==> src/hdl/afp_pkg.sv <==
// Shared types, widths, register codes and reset values of the array focus phase block.
package afp_pkg;

   localparam int unsigned COLUMNS_DEFAULT    = 16;
   localparam int unsigned ROWS_DEFAULT       = 16;
   localparam int unsigned LAYERS_DEFAULT     = 2;
   localparam int unsigned PHASE_BITS_DEFAULT = 8;

   localparam int unsigned CSR_INDEX_W = 3;
   localparam int unsigned CSR_DATA_W  = 24;

   localparam int unsigned INDEX_W    = 9;
   localparam int unsigned PITCH_W    = 18;
   localparam int unsigned COORD_W    = 21;
   localparam int unsigned ABS_W      = 19;
   localparam int unsigned SQUARE_W   = 38;
   localparam int unsigned SUM_W      = 40;
   localparam int unsigned RADICAND_W = SUM_W + 16;
   localparam int unsigned ROOT_W     = RADICAND_W / 2;
   localparam int unsigned STEP_W     = 24;
   localparam int unsigned PRODUCT_W  = ROOT_W + STEP_W;
   localparam int unsigned DIST_W     = 17;

   typedef enum logic [CSR_INDEX_W-1:0] {
      CSR_WAVE_STEP = 3'd0,
      CSR_SPACING_X = 3'd1,
      CSR_SPACING_Z = 3'd2,
      CSR_UPPER_Y   = 3'd3,
      CSR_LOWER_Y   = 3'd4
   } afp_csr_type;

   typedef struct packed {
      logic signed [15:0]       focus_x;
      logic signed [15:0]       focus_y;
      logic signed [15:0]       focus_z;
      logic [INDEX_W-1:0]       element_index;
   } afp_req_type;

   typedef struct packed {
      logic [7:0]               phase_count;
      logic [DIST_W-1:0]        distance_units;
   } afp_rsp_type;

   typedef struct packed {
      logic [STEP_W-1:0]        wave_step;
      logic [11:0]              spacing_x;
      logic [11:0]              spacing_z;
      logic signed [15:0]       upper_y;
      logic signed [15:0]       lower_y;
   } afp_cfg_type;

   typedef struct packed {
      logic [RADICAND_W-1:0]    radicand;
      logic                     half;
   } afp_sq_type;

   typedef struct packed {
      logic [ROOT_W-1:0]        root;
      logic                     half;
   } afp_root_type;

   localparam afp_cfg_type CFG_RESET = '{
      wave_step: 24'd122289,
      spacing_x: 12'd168,
      spacing_z: 12'd168,
      upper_y:   16'sd1600,
      lower_y:   16'sd0
   };

endpackage

==> src/hdl/afp_phase.sv <==
// Phase scaling, half-turn offset and distance rounding with the output register.
module afp_phase #(
   parameter int unsigned PHASE_BITS = afp_pkg::PHASE_BITS_DEFAULT
) (
   input  logic                  clock,
   input  logic                  reset,
   input  afp_pkg::afp_cfg_type  cfg,
   input  logic                  in_valid,
   output logic                  in_ready,
   input  afp_pkg::afp_root_type in_word,
   output logic                  out_valid,
   input  logic                  out_ready,
   output afp_pkg::afp_rsp_type  out_word
);
   import afp_pkg::*;

   localparam int unsigned ROUND_SHIFT = 25;
   localparam int unsigned DIST_SHIFT  = 9;
   localparam int unsigned DIST_FULL_W = ROOT_W + 1 - DIST_SHIFT;

   logic                   valid0_ff, valid1_ff;
   logic                   adv0, adv1;
   logic [PRODUCT_W-1:0]   prod0_ff, prod0_in;
   logic [ROOT_W-1:0]      root0_ff;
   logic                   half0_ff;
   logic [PRODUCT_W:0]     rounded;
   logic [PHASE_BITS-1:0]  p_low;
   logic [PHASE_BITS-1:0]  turn;
   logic [PHASE_BITS-1:0]  phase;
   logic [ROOT_W:0]        root_round;
   logic [DIST_FULL_W-1:0] dist_full;
   afp_rsp_type            word1_ff, word1_in;

   assign adv1     = !valid1_ff || out_ready;
   assign adv0     = !valid0_ff || adv1;
   assign prod0_in = PRODUCT_W'(in_word.root) * PRODUCT_W'(cfg.wave_step);

   always_comb begin
      rounded    = {1'b0, prod0_ff} + ((PRODUCT_W + 1)'(1) << (ROUND_SHIFT - 1));
      p_low      = rounded[ROUND_SHIFT +: PHASE_BITS];
      turn       = half0_ff ? (PHASE_BITS'(1) << (PHASE_BITS - 1)) : '0;
      phase      = turn - p_low;
      root_round = {1'b0, root0_ff} + (ROOT_W + 1)'(256);
      dist_full  = root_round[ROOT_W:DIST_SHIFT];
      word1_in.phase_count    = 8'(phase);
      word1_in.distance_units = (dist_full > DIST_FULL_W'({DIST_W{1'b1}}))
                                ? {DIST_W{1'b1}} : dist_full[DIST_W-1:0];
   end

   always_ff @(posedge clock) begin
      if (reset) begin
         valid0_ff <= 1'b0;
         valid1_ff <= 1'b0;
      end else begin
         if (adv0) begin
            valid0_ff <= in_valid;
         end
         if (adv1) begin
            valid1_ff <= valid0_ff;
         end
      end
   end

   always_ff @(posedge clock) begin
      if (adv0) begin
         prod0_ff <= prod0_in;
         root0_ff <= in_word.root;
         half0_ff <= in_word.half;
      end
      if (adv1) begin
         word1_ff <= word1_in;
      end
   end

   assign in_ready  = adv0;
   assign out_valid = valid1_ff;
   assign out_word  = word1_ff;

endmodule

==> config.mk <==
export PLATFORM = sky130hd
export DESIGN_NAME = afp_phase
export DESIGN_NICKNAME = d
export VERILOG_FILES = /design/src/hdl/afp_pkg.sv /design/src/hdl/afp_phase.sv
export SDC_FILE = /design/constraint.sdc
export NUM_CORES = 1
export LEC_CHECK = 0
export BUFFER_PORTS_ARGS = -buffer_cell sky130_fd_sc_hd__buf_2
export CORE_ASPECT_RATIO = 1.5
export CORE_MARGIN = 3
export CORE_UTILIZATION = 57
export DETAILED_ROUTE_END_ITERATION = 6
export PLACE_DENSITY = 0.79
export SLEW_MARGIN = 5
export SYNTH_ARGS = -nofsm -noshare
export SYNTH_HDL_FRONTEND = slang
export SYNTH_SLANG_ARGS = --single-unit
==> constraint.sdc <==
create_clock -name clock -period 11.32 [get_ports clock]
set_input_delay 2.264 -clock clock [delete_from_list [all_inputs] [get_ports clock]]
set_output_delay 2.264 -clock clock [all_outputs]
set_load 0.01 [all_outputs]
==> flow_metrics.env <==
export IMPL_cts_repair_resized=0
export IMPL_dr_wl_met3_microns=2270
export IMPL_coreArea_sq_um=29800
export IMPL_grt_use_total_pct=27.4
export IMPL_cp_buffers_inverters=4
export IMPL_synth_area_sq_um=17400
export IMPL_cts_buffers=9
export IMPL_hold_violations=0
export IMPL_cts_tree="built"
export IMPL_die_area_sq_um=32600
export IMPL_fin_setup_tns_ps=0
export IMPL_synth_edf_count=55
export IMPL_die_h_microns=220
export IMPL_place_detailed_hpwl_microns=32500
export IMPL_fin_crit_sh_pct=78.3
export IMPL_async_flop_share_pct=0
export IMPL_wl_met2_microns=22500
export IMPL_syn_avg_cell_area_sq_um=9.27
export IMPL_setup_viol=0
export IMPL_period_needed_ps=8860
export IMPL_cp_top_family="adder cells"
export IMPL_clk_latency_ps=320
export IMPL_path_clk_slew_ps=60
export IMPL_dpl_worst_slack_ps=2200
export IMPL_ys_seq_area_share_pct=9.75
export IMPL_fmax_mhz=113
export IMPL_start_util_pct=58.3
export IMPL_multiInputGateArea_sq_um=13500
export IMPL_regArea_sq_um=1690
export IMPL_status="complete, no violations"
export IMPL_htree_levels=3
export IMPL_routedWlPerCell_microns=18.5
export IMPL_ys_warn_count=0
export IMPL_syn_nets=2483
export IMPL_drive_gt1_share_pct=5.73
export IMPL_clock_skew_ps=7.04
export IMPL_num_io_pins=140
export IMPL_ys_ff_latch=57
export IMPL_timing_worst_setup_path_type="input port to flop"
export IMPL_first_global_vias=14045
export IMPL_cts_root_buf="clkbuf_16"
export IMPL_postCtsHoldBufs=0
export IMPL_layout_setup_ws_ps=2460
export IMPL_arrival_ps=8930
export IMPL_slew_headroom_pct=40.7
export IMPL_grt_pass1_wl_microns=69700
export IMPL_critPathMaxStageDelay_ps=580
export IMPL_drtPass1Iterations=5
export IMPL_synth_area_top_cells="fa_1 (46%), and2_1 (11%), inv_1 (11%)"
export IMPL_gr_total_overflow=0
export IMPL_nFillCells=2402
export IMPL_crit_path_end_kind="flop"
export IMPL_synth_flop_cell="edfxtp_1"
export IMPL_slew_violations=0
export IMPL_antenna_found_initial=0
export IMPL_hp_class="flop to flop"
export IMPL_cts_sinks=57
export IMPL_route_layer_met1_wl_microns=14300
export IMPL_drtAntennaViolNets=0
export IMPL_rsz0062_at_grt="false"
export IMPL_vias=12443
export IMPL_crit_slowest_cell="buf_2"
export IMPL_final_core_util_pct=61.4
export IMPL_required_ps=11390
export IMPL_syn2layout_area_growth_pct=5.28
export IMPL_syn_instance_count=1872
export IMPL_highest_layer="met4"
export IMPL_critPathMostFrequentCell="fa_1"
export IMPL_nNetsFinal=2491
export IMPL_synth_top_cell_area_share_pct=46.3
export IMPL_postCtsSetupBuffers=0
export IMPL_cts_buffer_depth=2
export IMPL_antennaDiodeCount=0
export IMPL_drt_wl_total_microns=42100
export IMPL_path_cells="buf_2 -> nand2_1 -> fa_1 -> inv_1 -> fa_1 -> inv_1 -> fa_1 -> fa_1 -> inv_1 -> fa_1 -> fa_1 -> fa_1 -> ha_1 -> nand3_1 -> nor4b_1 -> nor4_1 -> a21oi_1 -> o2111ai_1 -> a211o_1"
export IMPL_synth_distinct_cells=53
export IMPL_rows=77
export IMPL_grt_max_degree=32
export IMPL_drt_vias_per_instance=5.46
export IMPL_post_synth_top_area_cell="fa_1"
export IMPL_maxCapViolations=0
export IMPL_crit_path_max_fanout=28
export IMPL_cp_start_kind="input port"
export IMPL_tightest_slew_ps=889
export IMPL_globalplace_congestion=0.931
export IMPL_dieWidth_microns=148
export IMPL_port_buffers=83
export IMPL_drtIter0Drc=707
export IMPL_drc_errors=0
==> metal layers <==
metal / up-vias / global-route usage [%]
met5: - / 0
met4: 0 / 16.2
met3: 179 / 2.69
met2: 507 / 49.9
met1: 6381 / 30.8
li1: 5376 / -
==> per-stage QoR <==
stage,hold WS (ps),std cells,cell area (sq um)
2_1_floorplan,463,1872,17400
3_3_place_gp,472,2264,17900
3_5_place_dp,505,2264,17900
4_1_cts,515,2280,18300
5_1_grt,554,2280,18300
6_report,514,2280,18300
==> kinds of logic (layout without fill, tap and decap cells) <==
logic type / Yosys count / after routing / synth area share (%)
simple gates: 594 / 594 / 17.9
buf+inv: 584 / 597 / 12.6
fa+ha+maj: 498 / 498 / 53.3
xor+xnor: 72 / 72 / 3.63
compound gates: 64 / 64 / 2.62
flops: 57 / 57 / 9.75
mux: 3 / 3 / 0.180
==> layout make-up <==
cell class | instances | share of cell area [%]
timing repair buffer | 84 | 2.32
inverter | 497 | 10.2
sequential | 57 | 9.26
clock buffer | 9 | 1.23
tap | 395 | 2.71
multi-input combinational | 1231 | 73.7
clock inverter | 7 | 0.562
==> worst min-delay path: cells and delay by family, from the launching register on <==
kind	cells	cell delay, ps
simple gates	2	150
flops	1	320
==> cells in the final DEF, fill, tap and decap left out, drive strengths merged, types with 9 or more instances in the layout <==
cell / n
xnor2: 50
and3: 9
nor2: 16
xor2: 22
ha: 97
edfxtp: 55
nand2: 232
a21oi: 15
clkbuf: 9
buf: 84
and2: 299
inv: 498
fa: 401
nand3: 9
a21o: 9
==> cells in the mapped netlist (all sizes together) (2+ instances only) <==
master	instances
a211o	3
a211oi	3
a21boi	2
a21o	9
a21oi	15
a311oi	2
a31oi	4
and2	299
and3	9
and4	3
buf	3
clkbuf	84
dfxtp	2
edfxtp	55
fa	401
ha	97
inv	497
mux2i	2
nand2	232
nand2b	4
nand3	9
nand4	7
nor2	16
nor2b	2
nor3	7
o211ai	3
o21a	4
o21ai	8
o22ai	2
o31ai	2
or3	2
xnor2	50
xor2	22
==> sequential cells by signal, indices dropped and copies added, names as in the netlist <==
register,count
out_word,25
root0_ff,20
out_valid,1
prod0_ff,9
valid0_ff,1
half0_ff,1
==> final timing paths <==
| check | start | to | slack (ps) | cells past startpoint |
|---|---|---|---|---|
| worst min-delay path | valid0_ff$_SDFFE_PP0P_ | out_valid$_SDFFE_PP0P_ | 510 | 2 |
| worst min register to register | valid0_ff$_SDFFE_PP0P_ | out_valid$_SDFFE_PP0P_ | 510 | 2 |
| worst max register to register | root0_ff[8]$_DFFE_PP_ | out_word[3]$_SDFFCE_PN1P_ | 8770 | 8 |
| worst max-delay path | cfg[59] | prod0_ff[30]$_DFFE_PP_ | 2460 | 19 |
Power is left out: the tool's default activity adds up to more than one toggle a clock period on the data nets, which glitch-free logic cannot reach.
