File: config.mk
export PLATFORM = sky130hd
export DESIGN_NAME = afp_sqrt
export DESIGN_NICKNAME = d
export VERILOG_FILES = /design/src/hdl/afp_pkg.sv /design/src/hdl/afp_sqrt.sv
export SDC_FILE = /design/constraint.sdc
export NUM_CORES = 2
export LEC_CHECK = 0
export ABC_AREA = 1
export BUFFER_PORTS_ARGS = -buffer_cell sky130_fd_sc_hd__buf_2
export CORE_MARGIN = 5
export CORE_UTILIZATION = 34
export DETAILED_ROUTE_END_ITERATION = 16
export GPL_TIMING_DRIVEN = 0
export HOLD_SLACK_MARGIN = 0.06
export MAX_ROUTING_LAYER = met4
export PLACE_DENSITY = 0.51
export REMOVE_ABC_BUFFERS = 1
export SYNTH_ARGS = -nofsm -noshare
export SYNTH_HDL_FRONTEND = slang
export SYNTH_SLANG_ARGS = --single-unit
export TNS_END_PERCENT = 5
File: constraint.sdc
create_clock -name clock -period 15.2 [get_ports clock]
set_clock_uncertainty 0.2 [all_clocks]
set_input_delay 0.76 -clock clock [delete_from_list [all_inputs] [get_ports clock]]
set_output_delay 0.76 -clock clock [all_outputs]
set_load 0.005 [all_outputs]
File: src/hdl/afp_pkg.sv
// Shared types, widths, register codes and reset values of the array focus phase block.
package afp_pkg;

   localparam int unsigned COLUMNS_DEFAULT    = 16;
   localparam int unsigned ROWS_DEFAULT       = 16;
   localparam int unsigned LAYERS_DEFAULT     = 2;
   localparam int unsigned PHASE_BITS_DEFAULT = 8;

   localparam int unsigned CSR_INDEX_W = 3;
   localparam int unsigned CSR_DATA_W  = 24;

   localparam int unsigned INDEX_W    = 9;
   localparam int unsigned PITCH_W    = 18;
   localparam int unsigned COORD_W    = 21;
   localparam int unsigned ABS_W      = 19;
   localparam int unsigned SQUARE_W   = 38;
   localparam int unsigned SUM_W      = 40;
   localparam int unsigned RADICAND_W = SUM_W + 16;
   localparam int unsigned ROOT_W     = RADICAND_W / 2;
   localparam int unsigned STEP_W     = 24;
   localparam int unsigned PRODUCT_W  = ROOT_W + STEP_W;
   localparam int unsigned DIST_W     = 17;

   typedef enum logic [CSR_INDEX_W-1:0] {
      CSR_WAVE_STEP = 3'd0,
      CSR_SPACING_X = 3'd1,
      CSR_SPACING_Z = 3'd2,
      CSR_UPPER_Y   = 3'd3,
      CSR_LOWER_Y   = 3'd4
   } afp_csr_type;

   typedef struct packed {
      logic signed [15:0]       focus_x;
      logic signed [15:0]       focus_y;
      logic signed [15:0]       focus_z;
      logic [INDEX_W-1:0]       element_index;
   } afp_req_type;

   typedef struct packed {
      logic [7:0]               phase_count;
      logic [DIST_W-1:0]        distance_units;
   } afp_rsp_type;

   typedef struct packed {
      logic [STEP_W-1:0]        wave_step;
      logic [11:0]              spacing_x;
      logic [11:0]              spacing_z;
      logic signed [15:0]       upper_y;
      logic signed [15:0]       lower_y;
   } afp_cfg_type;

   typedef struct packed {
      logic [RADICAND_W-1:0]    radicand;
      logic                     half;
   } afp_sq_type;

   typedef struct packed {
      logic [ROOT_W-1:0]        root;
      logic                     half;
   } afp_root_type;

   localparam afp_cfg_type CFG_RESET = '{
      wave_step: 24'd122289,
      spacing_x: 12'd168,
      spacing_z: 12'd168,
      upper_y:   16'sd1600,
      lower_y:   16'sd0
   };

endpackage

File: src/hdl/afp_sqrt.sv
// Pipelined integer square root, one result bit per stage.
module afp_sqrt (
   input  logic                  clock,
   input  logic                  reset,
   input  logic                  in_valid,
   output logic                  in_ready,
   input  afp_pkg::afp_sq_type   in_word,
   output logic                  out_valid,
   input  logic                  out_ready,
   output afp_pkg::afp_root_type out_word
);
   import afp_pkg::*;

   localparam int unsigned STEPS = ROOT_W;

   logic                  valid_ff [STEPS];
   logic [RADICAND_W-1:0] rest_ff  [STEPS];
   logic [RADICAND_W-1:0] res_ff   [STEPS];
   logic                  half_ff  [STEPS];
   logic                  adv      [STEPS+1];

   assign adv[STEPS] = out_ready;

   for (genvar s = 0; s < STEPS; s++) begin : g_step
      localparam logic [RADICAND_W-1:0] STEP_BIT = RADICAND_W'(1) << (2 * (STEPS - 1 - s));

      logic                  valid_src;
      logic                  half_src;
      logic [RADICAND_W-1:0] rest_src;
      logic [RADICAND_W-1:0] res_src;
      logic [RADICAND_W:0]   trial;
      logic [RADICAND_W-1:0] rest_in;
      logic [RADICAND_W-1:0] res_in;

      if (s == 0) begin : g_first
         assign valid_src = in_valid;
         assign half_src  = in_word.half;
         assign rest_src  = in_word.radicand;
         assign res_src   = '0;
      end else begin : g_next
         assign valid_src = valid_ff[s-1];
         assign half_src  = half_ff[s-1];
         assign rest_src  = rest_ff[s-1];
         assign res_src   = res_ff[s-1];
      end

      assign adv[s] = !valid_ff[s] || adv[s+1];
      assign trial  = {1'b0, res_src} + {1'b0, STEP_BIT};

      always_comb begin
         if ({1'b0, rest_src} >= trial) begin
            rest_in = rest_src - trial[RADICAND_W-1:0];
            res_in  = (res_src >> 1) + STEP_BIT;
         end else begin
            rest_in = rest_src;
            res_in  = res_src >> 1;
         end
      end

      always_ff @(posedge clock) begin
         if (reset) begin
            valid_ff[s] <= 1'b0;
         end else if (adv[s]) begin
            valid_ff[s] <= valid_src;
         end
      end

      always_ff @(posedge clock) begin
         if (adv[s]) begin
            rest_ff[s] <= rest_in;
            res_ff[s]  <= res_in;
            half_ff[s] <= half_src;
         end
      end
   end

   assign in_ready      = adv[0];
   assign out_valid     = valid_ff[STEPS-1];
   assign out_word.root = res_ff[STEPS-1][ROOT_W-1:0];
   assign out_word.half = half_ff[STEPS-1];

endmodule

==> results.py <==
metrics = {
    "setup_path": {
        "critPathCaptureType": "output pin",
        "crit_path_start_kind": "register",
        "cp_data_arrival_time_ns": 9.25,
        "path_class": "reg2out",
        "cp.required_ns": 14.24,
        "critical_path.max_fanout": 61,
        "cpPeakStageDelay_ns": 0.80,
        "crit_slowest_cell": "nand4_4",
        "crit_chain": "nand4_4 > nor2_4 > nand4_4 > nor2_4 > nand4_4 > nor2_4 > nand4_4 > nor2_4 > nand4_4 > buf_12 > nor2_4 > nand4_4 > nor2_4 > nand4_4 > nor2_4 > inv_2 > buf_12 > buf_2",
    },
    "clocking": {
        "clkTransAtPathRegs_ns": 0.06,
        "post_cts_resized": 0,
        "clock_sinks": 1974,
        "h-tree-depth": 4,
        "clockBufferDepth": 4,
        "cts_setup_buffers": 0,
        "holdBufCountCts": 58,
        "cts_tree": "done",
        "cts_inserted_buffers": 219,
        "clock_latency_ns": 0.91,
        "ctsRootBufferMaster": "clkbuf_16",
    },
    "global_routing": {
        "grt_usage_pct": 17.6,
        "grt_max_degree": 78,
        "grt_pass1_wl_um": 385000,
        "overflow": 0,
        "antenna_found_initial": 2,
        "first_global_vias": 65300,
    },
    "synth": {
        "ys_ff_latch": 1974,
        "ys.flop_type": "edfxtp_1",
        "yosys_warnings": 0,
        "synth_area_per_cell_um2": 10.9,
        "yosys.area.top_type": "edfxtp_1",
        "synth.top_cell.area_share_pct": 61.3,
        "synth_area_um2": 96700,
        "synth.area.top_cells": "edfxtp_1, ha_1, inv_1, nand2_1, nor2_1",
        "synth-edff-count": 1974,
        "synth_cell_type_count": 70,
        "postSynth.asyncResetShare_pct": 0,
        "syn_inst": 8902,
        "yosysSeqAreaShare_pct": 61.3,
    },
    "sta": {
        "setup_viol": 0,
        "hold_viol": 0,
        "whs_ns": 0.195,
        "tightest_slew_ns": 1.41,
        "maxClockFrequency_ghz": 0.0980,
        "fin_crit_ns": 10.21,
        "drv_slew": 0,
        "finalCritPeriodShare_pct": 67.2,
        "rsz0062_at_grt": "no",
        "max-slew-margin-rel_pct": 5.36,
    },
    "power_and_ir_drop": {
        "power_density_nw_per_um2": 173,
        "irDropWorstVdd_v": 0.000126,
        "p_leak_nw": 45.0,
        "total_power_mw": 19.0,
    },
    "floorplanning": {
        "dieArea_um2": 295000,
        "fp-row-count": 195,
        "fp.dieH_um": 543,
        "io_pins": 92,
        "start_util_pct": 34.2,
        "core_area_um2": 283000,
        "die_w_um": 543,
    },
    "place": {
        "io_buffer_count": 91,
        "globalplace.congestion": 0.957,
        "postPlaceCellArea_um2": 102000,
        "dpl.hpwl_um": 206000,
    },
    "route": {
        "drc": 0,
        "drtIter0Drc": 3322,
        "dr.pass1.iters": 5,
        "viasPerCell": 4.76,
        "vias": 62600,
        "drt-wirelength-per-cell_um": 19.4,
        "finalWirelength_um": 254000,
        "antenna_left": 0,
    },
    "status": {
        "outcome": "completed",
    },
    "job": {
        "max-cap-violations": 0,
    },
    "layout": {
        "multi_input_area_um2": 32100,
        "regArea_um2": 59300,
        "nNetsFinal": 9710,
        "drive_gt1_share_pct": 5.88,
        "syn_to_final_growth_pct": 13.9,
        "fin_area_um2": 110000,
        "fillCellCount": 27300,
    },
    "worst_hold_path": {
        "hold_class": "reg2reg",
    },
}
[worst max-delay path: cells and delay by family, from the launching register on]
| kind | cells | cell delay [ns] |
|---|---|---|
| and+or+nand+nor | 14 | 6.91 |
| buffers and inverters | 4 | 0.98 |
| DFF | 1 | 0.42 |
[Yosys cell counts (all sizes together), types with 3 or more instances]
cell type,instances
nand3b,12
a21o,15
inv,1369
clkinv,3
o21a,13
nor4,240
o2111ai,9
a21oi,539
clkbuf,60
nand3,247
xor2,353
nand2,1183
o221ai,6
o31ai,13
or4,22
o311ai,9
nor3,159
o211ai,25
o41ai,4
a21boi,18
and3,8
edfxtp,1974
o21ai,559
nand4,162
a31oi,59
a211oi,20
buf,32
or3,3
o21bai,14
xnor2,322
nor4b,7
or2,32
nor2,953
ha,432
[state kept, by name, indices dropped and copies added (netlist names)]
signal and flops:
half_ff 28, res_ff 406, rest_ff 1512, valid_ff 28
[cell usage in the layout (no fill, tap or decap), drive strengths merged, types with 3 or more instances in the layout]
master / Yosys / routed
edfxtp: 1974 / 1974
inv: 1369 / 1373
nand2: 1183 / 1183
nor2: 953 / 953
o21ai: 559 / 559
a21oi: 539 / 539
ha: 432 / 432
xor2: 353 / 353
xnor2: 322 / 322
clkbuf: 60 / 260
nand3: 247 / 247
nor4: 240 / 240
nand4: 162 / 162
nor3: 159 / 159
buf: 32 / 128
clkinv: 3 / 99
a31oi: 59 / 59
dlygate4sd3: 0 / 58
or2: 32 / 32
bufinv: 0 / 30
o211ai: 25 / 25
or4: 22 / 22
a211oi: 20 / 20
a21boi: 18 / 18
a21o: 15 / 15
o21bai: 14 / 14
o21a: 13 / 13
o31ai: 13 / 13
nand3b: 12 / 12
o2111ai: 9 / 9
o311ai: 9 / 9
and3: 8 / 8
clkinvlp: 0 / 8
nor4b: 7 / 7
o221ai: 6 / 6
o41ai: 4 / 4
diode: 0 / 3
or3: 3 / 3
[layer usage]
| layer | share of wire (%) | global-route usage [%] | up-vias |
|---|---|---|---|
| met5 | 0 | - | - |
| met4 | 6.1 | 9.02 | 0 |
| met3 | 2.6 | 1.80 | 553 |
| met2 | 56 | 34.3 | 1072 |
| met1 | 36 | 16.9 | 29400 |
| li1 | - | - | 31600 |
[power by group]
group	total (mW)	internal [mW]	switching (mW)
registers	8.71	7.61	1.10
logic	4.97	1.85	3.12
clock network	5.34	3.17	2.17
[cell type report]
cell class / count / area share, %
Multi-Input combinational cell: 5464 / 29.1
Sequential cell: 1974 / 53.8
Tap cell: 3743 / 4.25
Inverter: 1372 / 4.70
Clock buffer: 260 / 5.15
Clock inverter: 138 / 1.42
Antenna cell: 3 / 0.00681
Timing Repair Buffer: 186 / 1.59
[kinds of logic after synthesis]
group	count (synthesis)	synth area share [%]
xor gates and xnor gates	675	6.11
DFF	1974	61.3
muxes	2	0.0220
adders and majority gates	432	5.59
and+or+nand+nor	3034	13.9
buffers and inverters	1464	5.72
AOI/OAI and AO/OA	1321	7.43
[path summary, 6_finish.rpt]
check / start / endpoint / slack [ns] / cells after the start
max reg2reg: valid_ff[1][9] / rest_ff[0][9] / 6.50 / 17
min: half_ff[0][12] / half_ff[0][13] / 0.20 / 0
min reg2reg: half_ff[0][12] / half_ff[0][13] / 0.20 / 0
max: valid_ff[1][9] / in_ready / 4.99 / 18
[stage by stage]
stage	util, %	std cells	worst slack, ns	setup TNS (ns)
floorplan	-	8810	3.81	0
global placement	35.9	12600	-0.483	-0.483
detailed placement	36.2	12700	4.98	0
CTS	39.0	13100	4.64	0
global route	39.0	13100	4.15	0
finish	39.0	13100	4.99	0
(Power assumes the default switching activity.)
