<file path="src/hdl/afp_pkg.sv">
// Shared types, widths, register codes and reset values of the array focus phase block.
package afp_pkg;

   localparam int unsigned COLUMNS_DEFAULT    = 16;
   localparam int unsigned ROWS_DEFAULT       = 16;
   localparam int unsigned LAYERS_DEFAULT     = 2;
   localparam int unsigned PHASE_BITS_DEFAULT = 8;

   localparam int unsigned CSR_INDEX_W = 3;
   localparam int unsigned CSR_DATA_W  = 24;

   localparam int unsigned INDEX_W    = 9;
   localparam int unsigned PITCH_W    = 18;
   localparam int unsigned COORD_W    = 21;
   localparam int unsigned ABS_W      = 19;
   localparam int unsigned SQUARE_W   = 38;
   localparam int unsigned SUM_W      = 40;
   localparam int unsigned RADICAND_W = SUM_W + 16;
   localparam int unsigned ROOT_W     = RADICAND_W / 2;
   localparam int unsigned STEP_W     = 24;
   localparam int unsigned PRODUCT_W  = ROOT_W + STEP_W;
   localparam int unsigned DIST_W     = 17;

   typedef enum logic [CSR_INDEX_W-1:0] {
      CSR_WAVE_STEP = 3'd0,
      CSR_SPACING_X = 3'd1,
      CSR_SPACING_Z = 3'd2,
      CSR_UPPER_Y   = 3'd3,
      CSR_LOWER_Y   = 3'd4
   } afp_csr_type;

   typedef struct packed {
      logic signed [15:0]       focus_x;
      logic signed [15:0]       focus_y;
      logic signed [15:0]       focus_z;
      logic [INDEX_W-1:0]       element_index;
   } afp_req_type;

   typedef struct packed {
      logic [7:0]               phase_count;
      logic [DIST_W-1:0]        distance_units;
   } afp_rsp_type;

   typedef struct packed {
      logic [STEP_W-1:0]        wave_step;
      logic [11:0]              spacing_x;
      logic [11:0]              spacing_z;
      logic signed [15:0]       upper_y;
      logic signed [15:0]       lower_y;
   } afp_cfg_type;

   typedef struct packed {
      logic [RADICAND_W-1:0]    radicand;
      logic                     half;
   } afp_sq_type;

   typedef struct packed {
      logic [ROOT_W-1:0]        root;
      logic                     half;
   } afp_root_type;

   localparam afp_cfg_type CFG_RESET = '{
      wave_step: 24'd122289,
      spacing_x: 12'd168,
      spacing_z: 12'd168,
      upper_y:   16'sd1600,
      lower_y:   16'sd0
   };

endpackage

</file>
<file path="src/hdl/afp_geom.sv">
// Element decode, position and squared focal distance pipeline.
module afp_geom #(
   parameter int unsigned COLUMNS = afp_pkg::COLUMNS_DEFAULT,
   parameter int unsigned ROWS    = afp_pkg::ROWS_DEFAULT,
   parameter int unsigned LAYERS  = afp_pkg::LAYERS_DEFAULT
) (
   input  logic                 clock,
   input  logic                 reset,
   input  afp_pkg::afp_cfg_type cfg,
   input  logic                 in_valid,
   output logic                 in_ready,
   input  afp_pkg::afp_req_type in_word,
   output logic                 out_valid,
   input  logic                 out_ready,
   output afp_pkg::afp_sq_type  out_word
);
   import afp_pkg::*;

   localparam int unsigned PER_LAYER   = COLUMNS * ROWS;
   localparam int unsigned ELEMENTS    = LAYERS * PER_LAYER;
   localparam int unsigned LAST_INDEX  = (ELEMENTS < (1 << INDEX_W)) ? ELEMENTS - 1
                                                                     : (1 << INDEX_W) - 1;
   localparam int unsigned HALF_START  = ELEMENTS / 2;
   localparam int unsigned RECIP_SHIFT = 20;
   localparam int unsigned RECIP       = (1 << RECIP_SHIFT) / ROWS;
   localparam int unsigned RECIP_W     = INDEX_W + RECIP_SHIFT + 1;
   localparam int unsigned COL_W       = $clog2(COLUMNS + 1);
   localparam int unsigned ROW_W       = $clog2(ROWS + 1);
   localparam int unsigned STAGES      = 8;

   typedef struct packed {
      logic signed [15:0] fx;
      logic signed [15:0] fy;
      logic signed [15:0] fz;
      logic               layer;
      logic               half;
   } afp_side_type;

   function automatic logic [ABS_W-1:0] abs_diff(input logic signed [COORD_W-1:0] a,
                                                 input logic signed [COORD_W-1:0] b);
      logic signed [COORD_W-1:0] d;
      d = a - b;
      return ABS_W'(d[COORD_W-1] ? -d : d);
   endfunction

   function automatic logic signed [COORD_W-1:0] twice(input logic signed [15:0] v);
      return {{(COORD_W - 17){v[15]}}, v, 1'b0};
   endfunction

   logic valid_ff [STAGES];
   logic valid_src [STAGES];
   logic adv [STAGES+1];

   afp_side_type side_ff [5];
   afp_side_type side_in;

   logic [INDEX_W-1:0] idx_sat;
   logic [INDEX_W-1:0] rem0_ff, rem0_in;
   logic [INDEX_W-1:0] rem1_ff, q1_ff, q1_in;
   logic [INDEX_W-1:0] r_raw;
   logic               wrap;
   logic [COL_W-1:0]   col2_ff, col2_in;
   logic [ROW_W-1:0]   row2_ff, row2_in;
   logic [PITCH_W-1:0] cx3_ff, cx3_in, rz3_ff, rz3_in;
   logic [PITCH_W-1:0] base_x, base_z;
   logic signed [COORD_W-1:0] ex_raw;
   logic signed [COORD_W-1:0] ex4_ff, ex4_in, ey4_ff, ey4_in, ez4_ff, ez4_in;
   logic [ABS_W-1:0]    ax5_ff, ax5_in, ay5_ff, ay5_in, az5_ff, az5_in;
   logic [SQUARE_W-1:0] sqx6_ff, sqx6_in, sqy6_ff, sqy6_in, sqz6_ff, sqz6_in;
   logic [SUM_W-1:0]    sum;
   logic [RADICAND_W-1:0] radicand7_ff, radicand7_in;
   logic half5_ff, half6_ff, half7_ff;

   always_comb begin
      adv[STAGES] = out_ready;
      for (int i = STAGES - 1; i >= 0; i--) begin
         adv[i] = !valid_ff[i] || adv[i+1];
      end
      valid_src[0] = in_valid;
      for (int i = 1; i < STAGES; i++) begin
         valid_src[i] = valid_ff[i-1];
      end
   end

   always_ff @(posedge clock) begin
      if (reset) begin
         for (int i = 0; i < STAGES; i++) begin
            valid_ff[i] <= 1'b0;
         end
      end else begin
         for (int i = 0; i < STAGES; i++) begin
            if (adv[i]) begin
               valid_ff[i] <= valid_src[i];
            end
         end
      end
   end

   always_comb begin
      idx_sat = (32'(in_word.element_index) >= ELEMENTS) ? INDEX_W'(LAST_INDEX)
                                                         : in_word.element_index;
      side_in.fx    = in_word.focus_x;
      side_in.fy    = in_word.focus_y;
      side_in.fz    = in_word.focus_z;
      side_in.layer = (LAYERS > 1) && (32'(idx_sat) >= PER_LAYER);
      side_in.half  = 32'(idx_sat) >= HALF_START;
      rem0_in = side_in.layer ? INDEX_W'(32'(idx_sat) - PER_LAYER) : idx_sat;
   end

   always_comb begin
      q1_in = INDEX_W'((RECIP_W'(rem0_ff) * RECIP_W'(RECIP)) >> RECIP_SHIFT);
   end

   always_comb begin
      r_raw   = rem1_ff - INDEX_W'(q1_ff * INDEX_W'(ROWS));
      wrap    = r_raw >= INDEX_W'(ROWS);
      col2_in = COL_W'(wrap ? q1_ff + INDEX_W'(1) : q1_ff);
      row2_in = ROW_W'(wrap ? r_raw - INDEX_W'(ROWS) : r_raw);
   end

   always_comb begin
      cx3_in = PITCH_W'(col2_ff) * PITCH_W'(cfg.spacing_x);
      rz3_in = PITCH_W'(row2_ff) * PITCH_W'(cfg.spacing_z);
   end

   always_comb begin
      base_x = PITCH_W'(COLUMNS - 1) * PITCH_W'(cfg.spacing_x);
      base_z = PITCH_W'(ROWS - 1) * PITCH_W'(cfg.spacing_z);
      ex_raw = $signed({3'b000, base_x}) - $signed({2'b00, cx3_ff, 1'b0});
      ex4_in = side_ff[3].layer ? -ex_raw : ex_raw;
      ez4_in = $signed({2'b00, rz3_ff, 1'b0}) - $signed({3'b000, base_z});
      ey4_in = twice(side_ff[3].layer ? cfg.lower_y : cfg.upper_y);
   end

   always_comb begin
      ax5_in = abs_diff(twice(side_ff[4].fx), ex4_ff);
      ay5_in = abs_diff(twice(side_ff[4].fy), ey4_ff);
      az5_in = abs_diff(twice(side_ff[4].fz), ez4_ff);
   end

   always_comb begin
      sqx6_in = SQUARE_W'(ax5_ff) * SQUARE_W'(ax5_ff);
      sqy6_in = SQUARE_W'(ay5_ff) * SQUARE_W'(ay5_ff);
      sqz6_in = SQUARE_W'(az5_ff) * SQUARE_W'(az5_ff);
   end

   always_comb begin
      sum          = SUM_W'(sqx6_ff) + SUM_W'(sqy6_ff) + SUM_W'(sqz6_ff);
      radicand7_in = {sum, 16'h0000};
   end

   always_ff @(posedge clock) begin
      if (adv[0]) begin
         side_ff[0] <= side_in;
         rem0_ff    <= rem0_in;
      end
      if (adv[1]) begin
         side_ff[1] <= side_ff[0];
         rem1_ff    <= rem0_ff;
         q1_ff      <= q1_in;
      end
      if (adv[2]) begin
         side_ff[2] <= side_ff[1];
         col2_ff    <= col2_in;
         row2_ff    <= row2_in;
      end
      if (adv[3]) begin
         side_ff[3] <= side_ff[2];
         cx3_ff     <= cx3_in;
         rz3_ff     <= rz3_in;
      end
      if (adv[4]) begin
         side_ff[4] <= side_ff[3];
         ex4_ff     <= ex4_in;
         ey4_ff     <= ey4_in;
         ez4_ff     <= ez4_in;
      end
      if (adv[5]) begin
         half5_ff <= side_ff[4].half;
         ax5_ff   <= ax5_in;
         ay5_ff   <= ay5_in;
         az5_ff   <= az5_in;
      end
      if (adv[6]) begin
         half6_ff <= half5_ff;
         sqx6_ff  <= sqx6_in;
         sqy6_ff  <= sqy6_in;
         sqz6_ff  <= sqz6_in;
      end
      if (adv[7]) begin
         half7_ff     <= half6_ff;
         radicand7_ff <= radicand7_in;
      end
   end

   assign in_ready          = adv[0];
   assign out_valid         = valid_ff[STAGES-1];
   assign out_word.radicand = radicand7_ff;
   assign out_word.half     = half7_ff;

   a_rem_in_layer: assert property (@(posedge clock) disable iff (reset)
      valid_ff[0] |-> (32'(rem0_ff) < PER_LAYER))
      else $error("Element offset within its layer is out of range.");

   a_grid_in_range: assert property (@(posedge clock) disable iff (reset)
      valid_ff[2] |-> ((32'(row2_ff) < ROWS) && (32'(col2_ff) < COLUMNS)))
      else $error("Decoded column or row is outside the grid.");

   a_out_holds: assert property (@(posedge clock) disable iff (reset)
      (out_valid && !out_ready) |=> (out_valid && $stable(out_word)))
      else $error("Stalled squared distance word changed or vanished.");

endmodule

</file>
<file path="config.mk">
export PLATFORM = sky130hd
export DESIGN_NAME = afp_geom
export DESIGN_NICKNAME = d
export VERILOG_FILES = /design/src/hdl/afp_pkg.sv /design/src/hdl/afp_geom.sv
export SDC_FILE = /design/constraint.sdc
export NUM_CORES = 2
export LEC_CHECK = 0
export ABC_AREA = 1
export BUFFER_PORTS_ARGS = -buffer_cell sky130_fd_sc_hd__buf_4
export CAP_MARGIN = 5
export CORE_ASPECT_RATIO = 0.5
export CORE_UTILIZATION = 70
export CTS_CLUSTER_DIAMETER = 60
export DETAILED_ROUTE_END_ITERATION = 10
export GPL_ROUTABILITY_DRIVEN = 0
export PLACE_DENSITY_LB_ADDON = 0.15
export REMOVE_ABC_BUFFERS = 1
export SKIP_CTS_REPAIR_TIMING = 1
export SYNTH_ARGS = -nofsm -noshare
export SYNTH_HDL_FRONTEND = slang
export SYNTH_SLANG_ARGS = --single-unit
</file>
<file path="constraint.sdc">
create_clock -name clock -period 28.3 [get_ports clock]
set_clock_uncertainty 0.2 [all_clocks]
set_input_delay 4.245 -clock clock [delete_from_list [all_inputs] [get_ports clock]]
set_output_delay 4.245 -clock clock [all_outputs]
set_load 0.01 [all_outputs]
</file>
==> out/metrics.csv <==
stage,metric,value,unit
status,outcome,finished clean,
worst_setup_path,crit_path_end,in_ready,
placed_design,numPortBuffers,159,
min_path,hp-start,side_ff[0][195]$_DFFE_PP_,
final_layout,nNetsFinal,8449,
timing,fin_crit_sh,0.475,
worst_setup_path,worst_r2r_endpoint,sqy6_ff[29]$_DFFE_PP_,
worst_setup_path,rr_worst_depth,22,
run,drv_cap,0,
cts,cts_sinks,578,
die,dieArea,91300,sq um
worst_setup_path,rr_startpoint,ay5_ff[5]$_DFFE_PP_,
drt,vias,44200,
final_layout,final_common_cell,inv_1,
grt,gr-total-overflow,0,
grt,use_met1,0.411,
synthesis,synth-seq-area-share,0.276,
timing,setup_viol,0,
synthesis,synth-seq-cells,578,
worst_setup_path,critPathLaunchType,input pin,
worst_setup_path,crit_path_end_kind,output pin,
timing,rsz0062_at_grt,false,
worst_setup_path,worstPathArrival,9000,ps
synthesis,netlist-cell-type-count,54,
cts,cts_tree,yes,
drt,wl_per_cell,16.3,microns
synthesis,synth_ff_type,edfxtp_1,
grt,grt_pass1_vias,46600,
cts,htreeDepth,2,
synthesis,synth_cells,6752,
grt,grtUsageMet3,0.0390,
drt,routed_wl,132,mm
min_path,hold_path_class,reg -> reg,
worst_setup_path,cp.required,23850,ps
final_layout,mostFrequentLayoutCells,"inv_1, nand2_1, fa_1",
synthesis,syn_avg_cell_area,9.33,sq um
synthesis,synth_edf_count,578,
timing,worstMarginPinSlew,1060,ps
final_layout,area_delta_synth_final,6.24,%
worst_setup_path,cp_max_fo,60,
grt,grt_first_pass_wirelength,222,mm
die,fp.dieW,426,microns
die,boundaryPins,200,
die,coreArea,88700,sq um
grt,grt_usage,0.301,
die,num_rows,77,
worst_setup_path,crit_start,out_ready,
grt,grt_max_degree,70,
min_path,holdPathStages,0,
timing,slew_headroom,0.291,
cts,clk_pin_slew,70,ps
cts,cts_buffer_depth,3,
synthesis,synth-async-reset-ratio,0,
timing,finalMaxSlewViolations,0,
cts,clock_latency,650,ps
drt,dr.pass1.iters,6,
cts,cts-root-buf,clkbuf_16,
grt,grt_use_met2,0.515,
placed_design,hpwlAfterDp,107,mm
synthesis,ys_warn_count,0,
drt,viasPerCell,5.47,
final_layout,drive_gt1_frac,0.0451,
cts,cts_made_buffers,53,
timing,hold_viol,0,
drt,drt_iter0_markers,3637,
timing,period_minus_slack,13450,ps
worst_setup_path,timing.reg2reg.setup_slack,21100,ps
worst_setup_path,critical_path_class,in -> out,
grt,antenna_found_initial,2,
grt,grt.busiest_layer,met2,
synthesis,netlist_area,63000,sq um
die,start_util,0.710,
drt,drcViolationCount,0,
timing,clock.fmax,74.4,MHz
die,die_h,214,microns
timing,setup_tns,0,ps
drt,detail-route-antenna-nets,0,
metrics by stage:
step	setup WS (ps)	instances	util	hold WS (ps)	area, sq um
finish	14850	8084	0.754	202	66900
global route	14410	8082	0.754	217	66900
CTS	14730	8082	0.754	204	66900
detailed placement	14750	7982	0.735	205	65200
global placement	14980	7982	0.735	201	65200
floorplan	9900	6625	-	200	62400
worst max-delay path: stages:
cell      delay (ps)
buf_4            130
inv_1             90
nand2_2           60
buf_4            300
nor2_1           350
inv_4            290
nor2_1           340
nand2_4          360
nor2_1           330
clkinv_2         560
nor2_1           640
nand3_4          820
buf_4            430
cell families after synthesis:
family / synth area share
AO/OA/AOI/OAI: 0.0486
XOR/XNOR: 0.0385
adder cells (fa/ha/maj): 0.394
buffers and inverters: 0.119
flip-flops: 0.276
other: 0.000119
AND/OR/NAND/NOR: 0.124
state kept, by name, indices dropped and copies added (netlist names), 18 cells and up:
register and count:
sqx6_ff 37, sqz6_ff 37, ez4_ff 19, az5_ff 19, ay5_ff 18, side_ff 245, radicand7_ff 40, ax5_ff 19
ex4_ff 21, sqy6_ff 35
final cells by class:
type | count | area, sq um
clock buffers | 59 | 1350
repair buffers | 172 | 1290
inverters | 1815 | 6820
multi-input cells | 4232 | 38300
fillers | 6099 | 21800
clock inverters | 41 | 360
well taps | 1185 | 1480
flip-flops and latches | 578 | 17400
diodes | 2 | 5.00
Yosys cell counts, types with 9 or more instances:
library cell | count | area, sq um
or2_2 | 9 | 56.3
o211ai_1 | 9 | 67.6
nor2_1 | 271 | 1020
buf_1 | 30 | 113
xnor2_1 | 80 | 701
nand2_2 | 9 | 56.3
a21boi_0 | 9 | 67.6
o21a_1 | 17 | 128
nand2_1 | 1376 | 5160
a31oi_1 | 26 | 163
o21ai_0 | 135 | 676
inv_1 | 1811 | 6800
nor3_1 | 32 | 160
nand3b_1 | 17 | 128
nand4_1 | 48 | 300
xor2_1 | 183 | 1600
edfxtp_1 | 578 | 17400
ha_1 | 578 | 7230
buf_4 | 17 | 128
a21oi_1 | 253 | 1270
clkbuf_1 | 100 | 375
a21o_1 | 35 | 263
nand3_1 | 159 | 796
o21bai_1 | 14 | 105
fa_1 | 878 | 17600
worst min path at each step:
stage	end	slack (ps)
floorplan	col2_ff[0]$_DFFE_PP_	200
global placement	rem1_ff[0]$_DFFE_PP_	200
detailed placement	col2_ff[2]$_DFFE_PP_	200
CTS	side_ff[0][245]$_DFFE_PP_	200
global route	side_ff[0][245]$_DFFE_PP_	220
finish	side_ff[0][245]$_DFFE_PP_	200
layer usage:
metal	share of wire	vias to the layer above
li1	-	20700
met1	0.42	21600
met2	0.49	1604
met3	0.073	253
met4	0.023	2
met5	0.00013	-
Power is not shown: default switching activity piles up to over one toggle a cycle in this logic, so the estimate is an artifact.
